==> src/rtl/att_pkg.sv <==
// Package for the aging target table: shared field widths, register indexes,
// per-cell control, stored entry and argmax candidate types.
// No dependencies.
package att_pkg;

	localparam int KEY_MAX_W  = 64;
	localparam int HOLD_W     = 8;
	localparam int FREQ_W     = 16;
	localparam int AMP_W      = 16;
	localparam int SLOT_MAX_W = 8;
	localparam int CNT_MAX_W  = 9;
	localparam int OUT_CNT_W  = 5;
	localparam int CFG_IDX_W  = 2;
	localparam int CFG_DATA_W = 8;

	localparam logic [CFG_IDX_W-1:0] REG_HOLD_COUNT      = 2'd0;
	localparam logic [CFG_IDX_W-1:0] REG_SENSING_ENABLED = 2'd1;
	localparam logic [CFG_IDX_W-1:0] REG_SELECT_ENABLE   = 2'd2;

	typedef struct packed {
		logic                    wr;
		logic                    age;
		logic                    clr;
		logic                    scan_clr;
		logic                    any_match;
		logic [KEY_MAX_W-1:0]    key;
		logic [HOLD_W-1:0]       hold;
		logic [FREQ_W-1:0]       detect_freq;
		logic [FREQ_W-1:0]       actual_freq;
		logic signed [AMP_W-1:0] amplitude;
	} cell_ctl_t;

	typedef struct packed {
		logic [KEY_MAX_W-1:0]    key;
		logic [FREQ_W-1:0]       detect_freq;
		logic [FREQ_W-1:0]       actual_freq;
		logic signed [AMP_W-1:0] amplitude;
	} ent_t;

	typedef struct packed {
		logic                    vld;
		logic [KEY_MAX_W-1:0]    key;
		logic signed [AMP_W-1:0] amplitude;
		logic [SLOT_MAX_W-1:0]   slot;
		logic [CNT_MAX_W-1:0]    cnt;
	} cand_t;

endpackage

==> src/rtl/att_cell.sv <==
// One table slot: stores a target, matches keys, finds the first free slot
// along the chain and folds the argmax/count candidate handed from its neighbor.
// Depends on att_pkg.
module att_cell #(
	parameter int KEY_BITS = 64,
	parameter int SLOT     = 0
) (
	input  logic              clk,
	input  logic              arst_n,
	input  att_pkg::cell_ctl_t ctl,
	input  logic              look_in,
	output logic              look_out,
	input  att_pkg::cand_t    cand_in,
	output att_pkg::cand_t    cand_out,
	output logic              match,
	output logic              vld,
	output att_pkg::ent_t     ent
);

	localparam logic [att_pkg::SLOT_MAX_W-1:0] SLOT_ID = att_pkg::SLOT_MAX_W'(SLOT);

	logic                             vld_q;
	logic [KEY_BITS-1:0]              key_q;
	logic [att_pkg::HOLD_W-1:0]       hold_q;
	logic [att_pkg::FREQ_W-1:0]       df_q;
	logic [att_pkg::FREQ_W-1:0]       af_q;
	logic signed [att_pkg::AMP_W-1:0] amp_q;
	att_pkg::cand_t                   cand_q;
	att_pkg::cand_t                   cand_nxt;
	logic [att_pkg::KEY_MAX_W-1:0]    key_ext;
	logic                             first_free;
	logic                             wr_here;
	logic                             better;

	assign key_ext    = att_pkg::KEY_MAX_W'(key_q);
	assign match      = vld_q && (key_q == ctl.key[KEY_BITS-1:0]);
	assign first_free = !vld_q && look_in;
	assign look_out   = look_in && vld_q;
	assign wr_here    = ctl.wr && (match || (first_free && !ctl.any_match));
	assign vld        = vld_q;
	assign ent        = '{key: key_ext, detect_freq: df_q, actual_freq: af_q, amplitude: amp_q};

	assign better = vld_q && (!cand_in.vld || (amp_q > cand_in.amplitude) ||
		((amp_q == cand_in.amplitude) && (key_ext < cand_in.key)));

	always_comb begin
		cand_nxt     = cand_in;
		cand_nxt.cnt = cand_in.cnt + att_pkg::CNT_MAX_W'(vld_q);
		if (better) begin
			cand_nxt.vld       = 1'b1;
			cand_nxt.key       = key_ext;
			cand_nxt.amplitude = amp_q;
			cand_nxt.slot      = SLOT_ID;
		end
	end

	assign cand_out = cand_q;

	always_ff @(posedge clk or negedge arst_n) begin
		if (!arst_n) begin
			vld_q  <= 1'b0;
			cand_q <= '0;
		end else begin
			if (ctl.clr) begin
				vld_q <= 1'b0;
			end else if (ctl.age) begin
				if (hold_q <= att_pkg::HOLD_W'(1)) vld_q <= 1'b0;
			end else if (wr_here) begin
				vld_q <= 1'b1;
			end
			if (ctl.scan_clr) cand_q <= '0;
			else cand_q <= cand_nxt;
		end
	end

	always_ff @(posedge clk) begin
		if (wr_here) begin
			key_q  <= ctl.key[KEY_BITS-1:0];
			hold_q <= ctl.hold;
			df_q   <= ctl.detect_freq;
			af_q   <= ctl.actual_freq;
			amp_q  <= ctl.amplitude;
		end else if (ctl.age && vld_q && (hold_q != '0)) begin
			hold_q <= hold_q - att_pkg::HOLD_W'(1);
		end
	end

endmodule

==> config.mk <==
export PLATFORM = sky130hd
export DESIGN_NAME = att_cell
export DESIGN_NICKNAME = d
export VERILOG_FILES = /design/src/rtl/att_pkg.sv /design/src/rtl/att_cell.sv
export SDC_FILE = /design/constraint.sdc
export NUM_CORES = 1
export LEC_CHECK = 0
export CORE_AREA = 2 2 171 173
export CTS_CLUSTER_DIAMETER = 200
export DETAILED_ROUTE_END_ITERATION = 16
export DIE_AREA = 0 0 173 175
export DONT_BUFFER_PORTS = 1
export SYNTH_ARGS = -nofsm -noshare
export SYNTH_HDL_FRONTEND = slang
export SYNTH_SLANG_ARGS = --single-unit
==> constraint.sdc <==
create_clock -name clk -period 4.4 [get_ports clk]
set_clock_uncertainty 0.1 [all_clocks]
set_input_delay 0.22 -clock clk [delete_from_list [all_inputs] [get_ports clk]]
set_output_delay 0.22 -clock clk [all_outputs]
set_load 0.005 [all_outputs]
==> metrics.csv <==
stage,metric,value,unit
die,width of the die,173,um
yosys,share of synthesized flip-flops with an asynchronous set or reset,45.2,%
worst_setup_path,data required time at the worst endpoint,4720,ps
yosys,count of flip-flops with a built-in enable after synthesis,120,
sta,slew at the pin with the worst max-slew slack,621,ps
route,"wirelength, routed",37.8,mm
pwr,Int Pwr,3.88,mW
clock_network,H-Tree Depth,1,
yosys,nets in the synthesized netlist,1260,
yosys,Synth Flop Type,sky130_fd_sc_hd__edfxtp_1,
finish,count of fill cells added during filler insertion,2482,
yosys,most area-hungry cell type in the Yosys netlist,sky130_fd_sc_hd__edfxtp_1,
finish,layout cell share with drive strength beyond 1,5.23,%
sta,final slew viol count,0,
yosys,register area share after synthesis,53.3,%
hold_path,HP Class,in2reg,
worst_setup_path,setup slack on the worst flop-to-flop path,830,ps
route,number of remaining DRC errors,0,
grt,overall routing resource usage,24.5,%
clock_network,worst-case clock buffer depth,3,
clock_network,register clock-pin slew on the reported worst setup and hold paths,60,ps
placement,RD Place Congestion,0.870,
yosys,cell count after synthesis,950,
die,starting density of the core,40.2,%
sta,Max transition margin,58.6,%
yosys,most common cell in the netlist,sky130_fd_sc_hd__nand2b_1,
pwr,pwr/cell area,338,nW/um^2
grt,maximum number of pins on one net before global-route repair,179,
run,max-cap viol count,0,
placement,placed instance count,1314,
grt,via count of the first global-routing pass,8959,
die,height of the chip,175,um
worst_setup_path,endpoint kind of the worst setup timing path,flop,
sta,final count of negative-setup-slack endpoints,0,
placement,IO buf count,0,
route,1st-pass router iterations,7,
sta,post-route setup TNS,0,ps
yosys,synth warn,0,
clock_network,clk root buf,sky130_fd_sc_hd__clkbuf_16,
pwr,share of power burned in the clock network,42.7,%
yosys,number of storage elements in the synthesis netlist,219,
route,first-iteration detailed-routing DRC count,516,
clock_network,clock tree from TritonCTS,built,
grt,antenna violations before repair,0,
die,core area,28400,um^2
clock_network,sink count of the clock tree,219,
die,floorplan die area,30300,um^2
yosys,"top cells by area, synth","sky130_fd_sc_hd__edfxtp_1 32%, sky130_fd_sc_hd__dfrtp_1 22%, sky130_fd_sc_hd__ha_1 9.2%",
worst_setup_path,source of the critical timing path,amp_q[15],
worst_setup_path,critical path arrival,3890,ps
finish,non-filler instance count after layout,1589,
worst_setup_path,kind of critical path,reg2reg,
grt,remaining global-route overflow,0,
sta,final critical path time including I/O delays and setup,3570,ps
placement,post-detail-place hpwl,26.1,mm
worst_setup_path,critical-path maximum fanout,44,
route,via total after detailed routing,8331,
pwr,total net switching power,1.20,mW
yosys,Mean Syn Cell Area,12.0,um^2
yosys,fraction of synthesized cell area taken by the top area cell type,31.6,%
route,average wire per cell in the routed design,23.8,um
sta,Final Hold Violating Endpoints,0,
hold_path,Worst Min Path Start,ctl[121],
finish,register area,6080,um^2
sta,final worst path period share,81.1,%
pwr,leakage power of the design,6.24,nW
pwr,Max rail drop VDD,0.271,mV
yosys,Yosys cell types,53,
die,number of standard-cell rows in the floorplan,62,
pwr,fraction of power consumed by sequential logic,46.3,%
clock_network,cells resized by post-CTS repair,0,
sta,max frequency,0.280,GHz
finish,area of the multi-input gates,4790,um^2
route,vias per inst,5.24,
status,result of the run,finished clean,
grt,wire length of the first global-routing pass,56.2,mm
yosys,synthesized cell area,11400,um^2
finish,layout overhead on the synthesized area,31.7,%
clock_network,clk_lat worst skew,520,ps
pwr,combinational share of power,11.0,%
yosys,most frequent cells after synthesis,"162 x sky130_fd_sc_hd__nand2b_1, 120 x sky130_fd_sc_hd__edfxtp_1, 103 x sky130_fd_sc_hd__inv_1",
clock_network,Inserted Clock Buffers,25,
sta,setup repair after global routing missed its margin,false,
worst_setup_path,crit path launch type,flop,
finish,antenna diode instance count,0,
worst_setup_path,launch point of the worst reg-to-reg path,amp_q[15],
pwr,switching part of the total power,23.7,%
die,number of primary I/O pins,439,
finish,Post-layout nets,1497,
route,Routed Antenna Nets,0,
## stage by stage
| stage | utilization [%] | setup WS, ps | power, mW | hold slack, ps | instance area (um^2) |
|---|---|---|---|---|---|
| final | 53.0 | 830 | 5.08 | 86.4 | 15000 |
| after global routing | 53.0 | 667 | 5.27 | 95.9 | 15000 |
| after CTS | 53.0 | 805 | 5.12 | 52.4 | 15000 |
| after detailed placement | 41.8 | 837 | 2.73 | -174 | 11900 |
| after global placement | 41.8 | 829 | 2.73 | -174 | 11900 |
| after floorplan | - | 408 | 2.63 | -176 | 11400 |
## cell usage in the layout, fill, tap and decap left out, types with 12 or more instances in the layout
cell type	instances
sky130_fd_sc_hd__xnor2_1	23
sky130_fd_sc_hd__edfxtp_1	120
sky130_fd_sc_hd__dlygate4sd3_1	228
sky130_fd_sc_hd__nor2_1	12
sky130_fd_sc_hd__nand2_1	17
sky130_fd_sc_hd__ha_1	84
sky130_fd_sc_hd__clkbuf_16	25
sky130_fd_sc_hd__a21oi_1	29
sky130_fd_sc_hd__inv_1	102
sky130_fd_sc_hd__nand3_1	12
sky130_fd_sc_hd__xor2_1	36
sky130_fd_sc_hd__a21o_1	13
sky130_fd_sc_hd__dfrtp_1	99
sky130_fd_sc_hd__mux2i_1	82
sky130_fd_sc_hd__nand2b_1	162
sky130_fd_sc_hd__nand4_1	18
## final cells by class
type                    count  area share [%]
clock buffers              30            4.42
multi-input cells         599            31.8
clock inverters            15            1.17
repair buffers            239            16.3
well taps                 384            3.20
inverters                 103            2.60
flip-flops and latches    219            40.4
## kinds of logic (layout without fill, tap and decap cells)
kind of cell / after synthesis / after routing / share of synthesized area (%)
adders and majority gates: 84 / 84 / 9.21
buffers and inverters: 132 / 387 / 4.91
xor gates and xnor gates: 59 / 59 / 4.53
DFF: 219 / 219 / 53.3
and+or+nand+nor: 280 / 280 / 15.0
AOI/OAI and AO/OA: 88 / 88 / 5.28
muxes: 88 / 88 / 7.78
## path summary, 6_finish.rpt
| path | endpoint | depth (start not counted) |
|---|---|---|
| worst min register to register | cand_out[21] | 2 |
| worst max register to register | cand_out[95] | 9 |
| worst min-delay path | cand_out[4] | 2 |
| worst max-delay path | cand_out[95] | 9 |
| max in group asynchronous | cand_out[32] | 2 |
| min in group asynchronous | cand_out[69] | 2 |
## sequential cells by signal, summed over array words and instances (netlist names)
register / flops
df_q: 16
amp_q: 16
cand_out: 98
key_ext: 64
hold_q: 8
vld: 1
af_q: 16
## per-layer routing
layer / up-vias / share of wire [%] / global-route usage, %
met5: - / 0 / 0
met4: 0 / 3.1 / 7.56
met3: 84 / 8.5 / 7.01
met2: 418 / 50 / 43.1
met1: 4037 / 39 / 28.9
li1: 3792 / - / -
## worst max-delay path: stages (launching register included)
cell,delay [ps]
sky130_fd_sc_hd__edfxtp_1,460
sky130_fd_sc_hd__ha_1,350
sky130_fd_sc_hd__nand4_1,170
sky130_fd_sc_hd__or4_4,590
sky130_fd_sc_hd__a211o_1,320
sky130_fd_sc_hd__a2111oi_2,300
sky130_fd_sc_hd__o2111ai_1,220
sky130_fd_sc_hd__a31oi_4,300
sky130_fd_sc_hd__buf_12,330
sky130_fd_sc_hd__mux2i_1,280
## power by group through the flow
stage / registers [mW] / clock network [mW] / logic (mW)
finish: 2.35 / 2.17 / 0.560
global route: 2.36 / 2.30 / 0.619
CTS: 2.35 / 2.21 / 0.560
detailed placement: 2.39 / 0 / 0.338
global placement: 2.39 / 0 / 0.332
floorplan: 2.36 / 0 / 0.272
## what timing repair did
item / 4_1_cts / 5_1_grt
hold buffers: 230 / 0
endpoints found under the hold margin: 318 / 0
setup buffers: 0 / 0
No activity file was read; power rests on OpenSTA's default activity.
